===== src/rtl/core/klbc_pkg.sv =====
package klbc_pkg;

   localparam int SEED_W   = 64;
   localparam int DBL_W    = 64;
   localparam int DRAWS_W  = 24;
   localparam int COUNT_W  = 48;
   localparam int STATUS_W = 2;
   localparam int SLOT_W   = 2;
   localparam int CSR_IDX_W = 1;

   localparam logic [STATUS_W-1:0] ST_HIT    = 2'd0;
   localparam logic [STATUS_W-1:0] ST_MISS   = 2'd1;
   localparam logic [STATUS_W-1:0] ST_REJECT = 2'd2;

   localparam logic [CSR_IDX_W-1:0] CSR_MIN_DRAWS   = 1'b0;
   localparam logic [CSR_IDX_W-1:0] CSR_SHARE_DRAWS = 1'b1;

   localparam logic [DRAWS_W-1:0] MIN_DRAWS_RESET   = 24'd1024;
   localparam logic [DRAWS_W-1:0] SHARE_DRAWS_RESET = 24'd4096;

   localparam logic [DBL_W-1:0] ABS_MASK = 64'h7FFF_FFFF_FFFF_FFFF;
   localparam logic [DBL_W-1:0] EXP_ONES = 64'h7FF0_0000_0000_0000;

   typedef struct packed {
      logic [SEED_W-1:0] seed;
      logic [DBL_W-1:0]  correlation;
      logic [DBL_W-1:0]  threshold;
      logic [DBL_W-1:0]  tail_scl;
      logic [DBL_W-1:0]  stress_scl;
      logic              stress_flag;
   } key_type;

   typedef struct packed {
      logic same;
      logic hit;
   } match_type;

   // Doubles compare by value: the two zeros match and a NaN matches nothing.
   function automatic logic dbl_same(input logic [DBL_W-1:0] a, input logic [DBL_W-1:0] b);
      logic [DBL_W-1:0] a_abs;
      logic [DBL_W-1:0] b_abs;
      a_abs = a & ABS_MASK;
      b_abs = b & ABS_MASK;
      if ((a_abs > EXP_ONES) || (b_abs > EXP_ONES)) begin
         dbl_same = 1'b0;
      end else if ((a_abs == '0) && (b_abs == '0)) begin
         dbl_same = 1'b1;
      end else begin
         dbl_same = (a == b);
      end
   endfunction

endpackage


===== src/rtl/core/klbc_match.sv =====
module klbc_match
   import klbc_pkg::*;
(
   input  logic               entry_valid,
   input  key_type            entry_key,
   input  logic [DRAWS_W-1:0] entry_draws,
   input  key_type            req_key,
   input  logic [DRAWS_W-1:0] need_draws,
   output match_type          match
);

   logic key_same;

   assign key_same = (entry_key.seed == req_key.seed)
                  && dbl_same(entry_key.correlation, req_key.correlation)
                  && dbl_same(entry_key.threshold, req_key.threshold)
                  && dbl_same(entry_key.tail_scl, req_key.tail_scl)
                  && dbl_same(entry_key.stress_scl, req_key.stress_scl)
                  && (entry_key.stress_flag == req_key.stress_flag);

   assign match.same = entry_valid && key_same;
   assign match.hit  = entry_valid && key_same && (entry_draws >= need_draws);

endmodule


===== src/rtl/core/klbc_lru.sv =====
module klbc_lru
   import klbc_pkg::*;
#(
   parameter int WAYS = 4
) (
   input  logic [COUNT_W-1:0]      last_use [WAYS],
   output logic [$clog2(WAYS)-1:0] victim
);

   localparam int IDX_W = $clog2(WAYS);

   logic [COUNT_W-1:0] best_stamp;

   // Strict compare keeps the lowest index when stamps tie.
   always_comb begin
      victim     = '0;
      best_stamp = last_use[0];
      for (int i = 1; i < WAYS; i++) begin
         if (last_use[i] < best_stamp) begin
            victim     = IDX_W'(i);
            best_stamp = last_use[i];
         end
      end
   end

endmodule


===== src/rtl/core/keyed_lru_bank_cache.sv =====
// Keyed LRU bank cache.
// A request transfer on req_* carries a key (seed, four IEEE double patterns,
// stress flag) and a draw count; each request produces exactly one response
// on rsp_*, in order, with status hit, miss or rejected count, the slot, the
// bank identity, the bank draw count and the running hit and generation totals.
// csr_* writes the two window registers; csr_ready is always high and writes
// are expected only while no request is in flight.
// A request accepted at a rising edge is registered, looked up against all
// ways in parallel and written into the response register once that register
// is free; rsp_tvalid then rises. Throughput: one request per cycle while the
// receiver takes responses; the four-way key compare and the LRU victim
// search both sit in the single stage between the two registers.
// Reset clears every way's valid bit, the counters (identity restarts at one)
// and loads the window registers with 1024 and 4096.
// When the receiver stalls, the response register holds, the request register
// fills behind it and req_tready then drops until the response is taken.
module keyed_lru_bank_cache
   import klbc_pkg::*;
#(
   parameter int WAYS = 4
) (
   input  logic                  clock,
   input  logic                  reset,
   // seed[63:0], correlation_bits[127:64], threshold_bits[191:128],
   // tail scale bits[255:192], stress scale bits[319:256], draw_count[343:320]
   input  logic [343:0]          req_tdata,
   // stress_flag[0]
   input  logic                  req_tuser,
   input  logic                  req_tvalid,
   output logic                  req_tready,
   // slot[1:0], bank_identity[49:2], bank_draw_count[73:50], hit_total[121:74],
   // generation_total[169:122], zero fill[175:170]
   output logic [175:0]          rsp_tdata,
   // status[1:0]
   output logic [STATUS_W-1:0]   rsp_tuser,
   output logic                  rsp_tvalid,
   input  logic                  rsp_tready,
   input  logic                  csr_valid,
   output logic                  csr_ready,
   input  logic [CSR_IDX_W-1:0]  csr_index,
   input  logic [DRAWS_W-1:0]    csr_data
);

   localparam int IDX_W = $clog2(WAYS);

   // Configuration
   logic [DRAWS_W-1:0] min_draws_ff;
   logic [DRAWS_W-1:0] share_draws_ff;

   // Request register
   logic               in_valid_ff;
   key_type            in_key_ff;
   logic [DRAWS_W-1:0] in_draws_ff;

   // Cache state
   logic [WAYS-1:0]    valid_ff;
   key_type            entry_key_ff      [WAYS];
   logic [DRAWS_W-1:0] entry_draws_ff    [WAYS];
   logic [COUNT_W-1:0] entry_identity_ff [WAYS];
   logic [COUNT_W-1:0] entry_last_use_ff [WAYS];
   logic [COUNT_W-1:0] use_clock_ff;
   logic [COUNT_W-1:0] next_id_ff;
   logic [COUNT_W-1:0] hit_count_ff;
   logic [COUNT_W-1:0] gen_count_ff;

   // Response register
   logic                rsp_valid_ff;
   logic [STATUS_W-1:0] rsp_status_ff;
   logic [SLOT_W-1:0]   rsp_slot_ff;
   logic [COUNT_W-1:0]  rsp_identity_ff;
   logic [DRAWS_W-1:0]  rsp_draws_ff;
   logic [COUNT_W-1:0]  rsp_hit_total_ff;
   logic [COUNT_W-1:0]  rsp_gen_total_ff;

   logic               req_fire;
   logic               out_free;
   logic               advance;
   logic               reject;
   logic [DRAWS_W-1:0] bank;
   match_type          match [WAYS];
   logic               hit_any;
   logic [IDX_W-1:0]   hit_idx;
   logic               same_any;
   logic [IDX_W-1:0]   same_idx;
   logic               free_any;
   logic [IDX_W-1:0]   free_idx;
   logic [IDX_W-1:0]   lru_idx;
   logic [IDX_W-1:0]   target;
   logic [COUNT_W-1:0] use_clock_in;
   logic [COUNT_W-1:0] next_id_in;
   logic [COUNT_W-1:0] hit_count_in;
   logic [COUNT_W-1:0] gen_count_in;

   assign csr_ready = 1'b1;

   assign out_free   = !rsp_valid_ff || rsp_tready;
   assign advance    = in_valid_ff && out_free;
   assign req_tready = !in_valid_ff || out_free;
   assign req_fire   = req_tvalid && req_tready;

   always_ff @(posedge clock) begin
      if (reset) begin
         min_draws_ff   <= MIN_DRAWS_RESET;
         share_draws_ff <= SHARE_DRAWS_RESET;
      end else if (csr_valid) begin
         case (csr_index)
            CSR_MIN_DRAWS:   min_draws_ff   <= csr_data;
            CSR_SHARE_DRAWS: share_draws_ff <= csr_data;
            default: ;
         endcase
      end
   end

   always_ff @(posedge clock) begin
      if (reset) begin
         in_valid_ff <= 1'b0;
      end else if (req_fire) begin
         in_valid_ff <= 1'b1;
      end else if (advance) begin
         in_valid_ff <= 1'b0;
      end
   end

   always_ff @(posedge clock) begin
      if (req_fire) begin
         in_key_ff.seed        <= req_tdata[63:0];
         in_key_ff.correlation <= req_tdata[127:64];
         in_key_ff.threshold   <= req_tdata[191:128];
         in_key_ff.tail_scl    <= req_tdata[255:192];
         in_key_ff.stress_scl  <= req_tdata[319:256];
         in_key_ff.stress_flag <= req_tuser;
         in_draws_ff           <= req_tdata[343:320];
      end
   end

   // Counts inside the window round up to the shared bank; an empty window
   // never matches.
   assign reject = (in_draws_ff == '0);
   assign bank   = ((in_draws_ff >= min_draws_ff) && (in_draws_ff <= share_draws_ff))
                   ? share_draws_ff : in_draws_ff;

   for (genvar g = 0; g < WAYS; g++) begin : g_way
      klbc_match u_match (
         .entry_valid (valid_ff[g]),
         .entry_key   (entry_key_ff[g]),
         .entry_draws (entry_draws_ff[g]),
         .req_key     (in_key_ff),
         .need_draws  (bank),
         .match       (match[g])
      );
   end

   klbc_lru #(.WAYS(WAYS)) u_lru (
      .last_use (entry_last_use_ff),
      .victim   (lru_idx)
   );

   // Lowest index wins in every search. Ways fill in order, so the first
   // free way equals the fill count.
   always_comb begin
      hit_any  = 1'b0;
      hit_idx  = '0;
      same_any = 1'b0;
      same_idx = '0;
      free_any = 1'b0;
      free_idx = '0;
      for (int i = WAYS - 1; i >= 0; i--) begin
         if (match[i].hit) begin
            hit_any = 1'b1;
            hit_idx = IDX_W'(i);
         end
         if (match[i].same) begin
            same_any = 1'b1;
            same_idx = IDX_W'(i);
         end
         if (!valid_ff[i]) begin
            free_any = 1'b1;
            free_idx = IDX_W'(i);
         end
      end
   end

   always_comb begin
      if (same_any) begin
         target = same_idx;
      end else if (free_any) begin
         target = free_idx;
      end else begin
         target = lru_idx;
      end
   end

   assign use_clock_in = use_clock_ff + 1'b1;
   assign next_id_in   = next_id_ff + 1'b1;
   assign hit_count_in = hit_count_ff + 1'b1;
   assign gen_count_in = gen_count_ff + 1'b1;

   always_ff @(posedge clock) begin
      if (reset) begin
         valid_ff     <= '0;
         use_clock_ff <= '0;
         next_id_ff   <= COUNT_W'(1);
         hit_count_ff <= '0;
         gen_count_ff <= '0;
      end else if (advance && !reject) begin
         use_clock_ff <= use_clock_in;
         if (hit_any) begin
            hit_count_ff <= hit_count_in;
         end else begin
            gen_count_ff     <= gen_count_in;
            next_id_ff       <= next_id_in;
            valid_ff[target] <= 1'b1;
         end
      end
   end

   always_ff @(posedge clock) begin
      if (advance && !reject) begin
         if (hit_any) begin
            entry_last_use_ff[hit_idx] <= use_clock_in;
         end else begin
            if (!same_any) begin
               entry_key_ff[target] <= in_key_ff;
            end
            entry_draws_ff[target]    <= bank;
            entry_identity_ff[target] <= next_id_ff;
            entry_last_use_ff[target] <= use_clock_in;
         end
      end
   end

   always_ff @(posedge clock) begin
      if (reset) begin
         rsp_valid_ff <= 1'b0;
      end else if (advance) begin
         rsp_valid_ff <= 1'b1;
      end else if (rsp_tready) begin
         rsp_valid_ff <= 1'b0;
      end
   end

   always_ff @(posedge clock) begin
      if (advance) begin
         if (reject) begin
            rsp_status_ff    <= ST_REJECT;
            rsp_slot_ff      <= '0;
            rsp_identity_ff  <= '0;
            rsp_draws_ff     <= '0;
            rsp_hit_total_ff <= hit_count_ff;
            rsp_gen_total_ff <= gen_count_ff;
         end else if (hit_any) begin
            rsp_status_ff    <= ST_HIT;
            rsp_slot_ff      <= SLOT_W'(hit_idx);
            rsp_identity_ff  <= entry_identity_ff[hit_idx];
            rsp_draws_ff     <= entry_draws_ff[hit_idx];
            rsp_hit_total_ff <= hit_count_in;
            rsp_gen_total_ff <= gen_count_ff;
         end else begin
            rsp_status_ff    <= ST_MISS;
            rsp_slot_ff      <= SLOT_W'(target);
            rsp_identity_ff  <= next_id_ff;
            rsp_draws_ff     <= bank;
            rsp_hit_total_ff <= hit_count_ff;
            rsp_gen_total_ff <= gen_count_in;
         end
      end
   end

   assign rsp_tvalid = rsp_valid_ff;
   assign rsp_tuser  = rsp_status_ff;
   assign rsp_tdata  = {6'd0, rsp_gen_total_ff, rsp_hit_total_ff, rsp_draws_ff,
                        rsp_identity_ff, rsp_slot_ff};

   // Ways are filled strictly in index order.
   assert property (@(posedge clock) disable iff (reset)
      ((valid_ff & (valid_ff + 1'b1)) == '0))
      else $error("cache valid bits are not a contiguous run from way zero");

   // A rejected count reports no slot, identity or draw count.
   assert property (@(posedge clock) disable iff (reset)
      (rsp_valid_ff && (rsp_status_ff == ST_REJECT)) |->
         ((rsp_slot_ff == '0) && (rsp_identity_ff == '0) && (rsp_draws_ff == '0)))
      else $error("rejected response carries nonzero payload");

   // Every miss counts one generation and consumes one identity.
   assert property (@(posedge clock) disable iff (reset)
      (advance && !reject && !hit_any) |=>
         ((gen_count_ff == $past(gen_count_in)) && (rsp_status_ff == ST_MISS)
          && (rsp_identity_ff == $past(next_id_ff))))
      else $error("miss did not advance generation count and identity");

   // A hit never returns an empty bank.
   assert property (@(posedge clock) disable iff (reset)
      (rsp_valid_ff && (rsp_status_ff == ST_HIT)) |-> (rsp_draws_ff != '0))
      else $error("hit response with zero bank draws");

endmodule

===== config.mk =====
export PLATFORM = sky130hd
export DESIGN_NAME = keyed_lru_bank_cache
export DESIGN_NICKNAME = d
export VERILOG_FILES = /design/src/rtl/core/klbc_pkg.sv /design/src/rtl/core/klbc_match.sv /design/src/rtl/core/klbc_lru.sv /design/src/rtl/core/keyed_lru_bank_cache.sv
export SDC_FILE = /design/constraint.sdc
export NUM_CORES = 2
export LEC_CHECK = 0
export BUFFER_PORTS_ARGS = -buffer_cell sky130_fd_sc_hd__buf_2
export CORE_ASPECT_RATIO = 1.1
export CORE_MARGIN = 2
export CORE_UTILIZATION = 50
export DETAILED_ROUTE_END_ITERATION = 16
export HOLD_SLACK_MARGIN = 0.05
export PLACE_DENSITY = 0.67
export REMOVE_ABC_BUFFERS = 1
export SYNTH_ARGS = -nofsm -noshare
export SYNTH_HDL_FRONTEND = slang
export SYNTH_SLANG_ARGS = --single-unit

===== constraint.sdc =====
create_clock -name clock -period 102.6 [get_ports clock]
set_input_delay 15.39 -clock clock [delete_from_list [all_inputs] [get_ports clock]]
set_output_delay 15.39 -clock clock [all_outputs]
set_load 0.01 [all_outputs]

======== Word level (Yosys, flattened, before mapping) ========
Memories as Yosys holds them, arrays and structs flattened.
Index checks and enable logic that the tools add are counted.
operators by class
  bitwise gates (word level) .............. 5
  order comparisons ....................... 35
  add/sub/neg operators ................... 4
  eq/ne operators ......................... 24
  reduce and logical (&&, ||, !) cells .... 98
  muxes and demuxes ....................... 92
operators by type and width
  operator                                                     number
  == test 64 bit                                               20
  zero test 64 bit                                             20
  > comparator 63 bit (second input constant)                  20
  2-to-1 mux 48 bit                                            9
  bitwise mux 192 bit                                          2
  adder 48 x 1 -> 48 bit (second input constant)               4
  demux 48 bit (select 2 bit)                                  2
  2-to-1 mux 192 bit                                           1
  less-than comparator 48 bit                                  3
  >= comparator 24 bit                                         5
  2-to-1 mux 1 bit                                             58
  logical AND 1 bit                                            51
  2-to-1 mux 24 bit                                            2
  2-to-1 mux 2 bit                                             17
  <= comparator 24 bit                                         1
  zero test 24 bit                                             1
  logical OR 1 bit                                             18
  >= comparator 3 bit (second input constant)                  2
  less-than comparator 3 x 1 -> 1 bit (second input constant)  2
  NOT 2 -> 3 bit                                               2
  AND reduction 2 bit                                          3
  == test 1 bit                                                4
  OR 4 bit                                                     1
  nonzero test 2 bit                                           2
  5 further kinds                                              8
storage, ports and cells
  memories ................................ 3
  bits in writable memories ............... 1572
  register bits after elaboration ......... 955
  output and inout port bits .............. 181
  input port bits ......................... 375
memory list
  name               words  bits a word  read ports  clocked after Yosys merged registers in  write ports  RTL line                    RTL
  entry_key_ff       4      321          4           0                                        1            keyed_lru_bank_cache.sv:57  key_type entry_key_ff [WAYS];
  entry_identity_ff  4      48           1           0                                        1            keyed_lru_bank_cache.sv:59  logic [COUNT_W-1:0] entry_identity_ff [WAYS];
  entry_draws_ff     4      24           5           0                                        1            keyed_lru_bank_cache.sv:58  logic [DRAWS_W-1:0] entry_draws_ff [WAYS];

======== Longest topological paths before layout ========
An unclocked memory read counts as a cell.
  depth in word-level cells ............... 23
  depth in mapped cells ................... 36
  depth with buffers taken out ............ 30

======== Modules after synthesis ========
A second synthesis with hierarchy kept.
unflattened totals
  cell total of the unflattened synthesis .. 8484
  area, all modules ....................... 112928.3 um^2
modules (own cells, without submodules)
  module                             cells an instance  times used  seq. area each (um^2)  area each (um^2)
  keyed_lru_bank_cache               4960               1           73420.4                86506.7
  klbc_match (g_way[0].u_match ...)  735                3           0.0                    5447.7
  klbc_match (g_way[3].u_match)      741                1           0.0                    5484.0
  klbc_lru                           578                1           0.0                    4594.4

======== Least setup slack after synthesis ========
Ideal clock, no wire load.
  path type ............................... input to register
  from .................................... input port rsp_tready
  to ...................................... memory entry_key_ff[1][0] (netlist bit), enable pin
  stages .................................. 9
  arrival ................................. 46.642 ns
  setup slack ............................. 54.560 ns
  library setup time ...................... 1.398 ns
  data required time ...................... 101.202 ns
  cell sequence ........................... nor2b_1 > nor2b_1 > and2_1 > clkbuf_1 > and3_1 > clkbuf_1 > buf_2 > nand2_1 > nor3_1
between the ends
  cells in the longest elaborated chain, start to end .. 5
RTL lines
  item                                    RTL line                     RTL
  start, declared                         keyed_lru_bank_cache.sv:37   input logic rsp_tready,
  logical OR 1 bit                        keyed_lru_bank_cache.sv:96   assign out_free = !rsp_valid_ff || rsp_tready;
  logical AND 1 bit                       keyed_lru_bank_cache.sv:97   assign advance = in_valid_ff && out_free;
  net advance                             keyed_lru_bank_cache.sv:77   logic advance;
  logical AND 1 bit                       keyed_lru_bank_cache.sv:218  if (advance && !reject) begin
  2-to-1 mux 1 bit                        keyed_lru_bank_cache.sv:218
  2-to-1 mux 1 bit (implied by the code)  keyed_lru_bank_cache.sv:223  entry_key_ff[target] <= in_key_ff;
  end, declared                           keyed_lru_bank_cache.sv:57
The timed path passes the listed nets, and every way through them passes these cells.

======== Worst setup path after layout ========
  from .................................... input port rsp_tready
  to ...................................... output port req_tready
between the ends
  cells in the longest elaborated chain, start to end .. 2
RTL lines
  item              RTL line                    RTL
  logical OR 1 bit  keyed_lru_bank_cache.sv:96
  logical OR 1 bit  keyed_lru_bank_cache.sv:98  assign req_tready = !in_valid_ff || out_free;
  end, declared     keyed_lru_bank_cache.sv:30  output logic req_tready,
No other way between the ends.

==> run metrics <==
cell area after synthesis=112000 um2; overall track demand over capacity in global routing=0.278; Syn-to-layout area delta=13.0%; reported max-cap violation count=1; switching part of the total power=0.222; category of the worst setup path capture point=primary output; vias per cell=6.00; period utilization=0.307; switching component of the power=512 uW; count of pins on the block boundary=556; Hold Startpoint=min_draws_ff[23]; category of the worst setup path launch point=primary input; Clock Skew=0.0823 ns; overall power consumption=2300 uW; most frequent cells in the layout=2281 x edfxtp_1, 1327 x xnor2_1, 603 x nand4_1; synth unique cells=68; cells along the critical path=buf_2 -> nor2b_1 -> nand2_1 -> buf_2; horizontal die dimension=456 um; violated checks=max-capacitance violations; worst-margin pin slew=1.43 ns; Reg2Reg Capture Point=entry_key_ff[2][130]; final layout net count=9419; CTS tree=built; power share of the clock group=0.435; H-tree level count=5; quantity of I/O buffers inserted on ports=548; count of filler cells inserted in the layout=17800; number of buffers added for setup after CTS=0; total internal power=1790 uW; sum of net half-perimeters after detailed placement=230 mm; number of flops mapped to enable cells by yosys=2281; worst reg2reg setup slack=89.52 ns; remaining antenna violation count=0; Slew Viols, Final=0; Relative slew margins=0.0212; cell at the root of the clock tree=clkbuf_16; type of the tightest min-delay check=reg -> reg; 1st-pass router iterations=6; clock buffer count from CTS=281; reg2reg path depth=33; number of hold-repair buffers added at the cts stage=0; clock-pin transition on the worst setup and hold timing paths=0.06 ns; floorplan die area=228000 um2; final weighted congestion in routability-driven placement=0.971; Worst path slowest cell=nor2b_1; Arrival @ worst endpoint=16.09 ns; launching point of the worst reg2reg path=entry_last_use_ff[113]; yosys warns=0; unrepaired setup endpoints after global routing=no; DRC marker count from the first detailed-route iteration=8324; DRC errors left=0; Crit Path Category=in -> out; combinational group share of total power=0.049; Fmax achieved=31.8 MHz; final critical path time including I/O delays and setup=31.48 ns; Worst Hold End=min_draws_ff[23]; final hold violation count=0; Power per Cell Area=18.2 nW/um2; maximum clock insertion buffer count=4; register area share after synthesis=0.655; GRT Residual Overflow=0; via count of the first global-routing pass=69800; WL per Instance=27.1 um; synthesized instance count=8315; share of flip-flops with an asynchronous set or reset after synthesis=0; Placeable Area=223000 um2; Total Wirelength=323 mm; proportion of layout cells with a drive suffix above 1=0.121; initial core utilization=0.502; worst stage delay on the critical path=0.32 ns; Vias=71500; Max VDD drop=0.0000188 V; Max Fanout on Critical Path=4; pin count of the biggest net entering global routing=182; wire length of the first global-routing pass=469 mm; clock insertion delay at the later pin of the skew report=0.95 ns; leakage power figure=0.0416 uW; leading cell type in the layout, fill and taps excluded=edfxtp_1; quantity of gates resized following cts=0; part of the power in registers=0.516; worst path required time=87.21 ns; number of clock sinks=2527; result of the run=finished, violations left; height of the chip=501 um; predominant post-synthesis flop cell=edfxtp_1; final setup vio count=0; flops & latches, synth=2527; most frequent CP cell=buf_2; Mean Syn Cell Area=13.5 um2; number of cells on the worst hold path=2; Site Rows=182; number of antenna violations at the first check in global routing=30; Setup Total Neg Slack=0 ns
==> worst max-delay path: cells and delay by family <==
kind          cells  cell delay [ns]
simple gates      2             0.44
buf+inv           2             0.26
==> routing by layer <==
metal	vias to the layer above	global-route usage	wire (um)
li1	32100	-	-
met1	35400	0.365	128000
met2	3347	0.452	153000
met3	654	0.0443	23800
met4	12	0.139	17800
met5	-	0	79
==> state kept, by name (all words and copies together), names as in the netlist <==
signal / count
use_clock_ff: 48
in_draws_ff: 24
rsp_hit_total_ff: 48
share_draws_ff: 24
rsp_slot_ff: 2
entry_last_use_ff: 192
rsp_identity_ff: 48
entry_identity_ff: 192
next_id_ff: 48
min_draws_ff: 24
valid_ff: 4
rsp_gen_total_ff: 48
entry_key_ff: 1284
rsp_tuser: 2
entry_draws_ff: 96
hit_count_ff: 48
in_valid_ff: 1
gen_count_ff: 48
in_key_ff: 321
rsp_draws_ff: 24
rsp_tvalid: 1
==> worst max-delay path by stage <==
stage / startpoint / endpoint / slack [ns] / cells after the start
6_report: rsp_tready / req_tready / 71.12 / 4
5_1_grt: rsp_tready / req_tready / 71.05 / 4
4_1_cts: rsp_tready / req_tready / 71.12 / 4
3_5_place_dp: rsp_tready / req_tready / 71.13 / 4
3_3_place_gp: rsp_tready / req_tready / 71.06 / 4
2_1_floorplan: rsp_tready / entry_key_ff[1][0] / 54.05 / 6
==> kinds of logic after synthesis <==
kind of cell	after synthesis	share of synthesized area
compound gates	839	0.0460
xor+xnor	1512	0.118
fa+ha+maj	289	0.0322
buf+inv	657	0.0227
flops	2527	0.655
mux	153	0.0137
other cells	2	0.0000669
simple gates	2336	0.113
==> Yosys cell counts, drive strengths merged (6+ instances only) <==
| cell | instances | share of area |
|---|---|---|
| o31ai | 6 | 0.00040 |
| nand2 | 387 | 0.013 |
| edfxtp | 2281 | 0.61 |
| a22o | 48 | 0.0037 |
| o21a | 12 | 0.00080 |
| nand3 | 162 | 0.0072 |
| a211o | 8 | 0.00062 |
| or2 | 9 | 0.00050 |
| and2 | 33 | 0.0018 |
| or4 | 17 | 0.0011 |
| nor3 | 56 | 0.0025 |
| o2111ai | 14 | 0.0011 |
| buf | 61 | 0.0027 |
| o211ai | 21 | 0.0014 |
| or3 | 57 | 0.0032 |
| o21ai | 210 | 0.0094 |
| xor2 | 185 | 0.014 |
| nor4 | 453 | 0.025 |
| a211oi | 19 | 0.0013 |
| o22ai | 36 | 0.0020 |
| nand2b | 71 | 0.0040 |
| clkbuf | 423 | 0.014 |
| mux2 | 8 | 0.00080 |
| xnor2 | 1327 | 0.10 |
| a21oi | 283 | 0.013 |
| inv | 171 | 0.0057 |
| mux2i | 145 | 0.013 |
| nand4 | 603 | 0.034 |
| and4 | 29 | 0.0023 |
| a31oi | 9 | 0.00050 |
| and3 | 76 | 0.0042 |
| nor2 | 352 | 0.012 |
| dfxtp | 246 | 0.044 |
| nor2b | 16 | 0.00089 |
| ha | 289 | 0.032 |
| a21o | 58 | 0.0039 |
| a22oi | 77 | 0.0052 |
==> area by class of cell <==
| type | count | area [um2] | area share |
|---|---|---|---|
| diodes | 17 | 42.5 | 0.000336 |
| repair buffers | 636 | 3460 | 0.0273 |
| well taps | 2944 | 3680 | 0.0291 |
| flip-flops and latches | 2527 | 73400 | 0.579 |
| clock inverters | 137 | 1470 | 0.0116 |
| inverters | 173 | 651 | 0.00513 |
| multi-input cells | 5136 | 36400 | 0.287 |
| clock buffers | 352 | 7570 | 0.0597 |
==> through the flow <==
stage	util	hold slack, ns	area, um2	std cells	setup slack (ns)
floorplan	-	0.430	110000	7836	54.05
global placement	0.527	0.444	118000	11400	71.06
detailed placement	0.527	0.448	118000	11400	71.13
CTS	0.567	0.456	127000	11900	71.12
global route	0.567	0.477	127000	11900	71.05
finish	0.567	0.457	127000	11900	71.12
==> power groups by stage <==
stage,sequential [uW],clock [uW],combinational [uW]
3_5_place_dp,1210,0,113
2_1_floorplan,1200,0,63.1
4_1_cts,1190,1020,113
6_report,1190,1000,114
5_1_grt,1190,1060,122
3_3_place_gp,1210,0,111
Note: power is estimated with default switching activity, not from simulation.
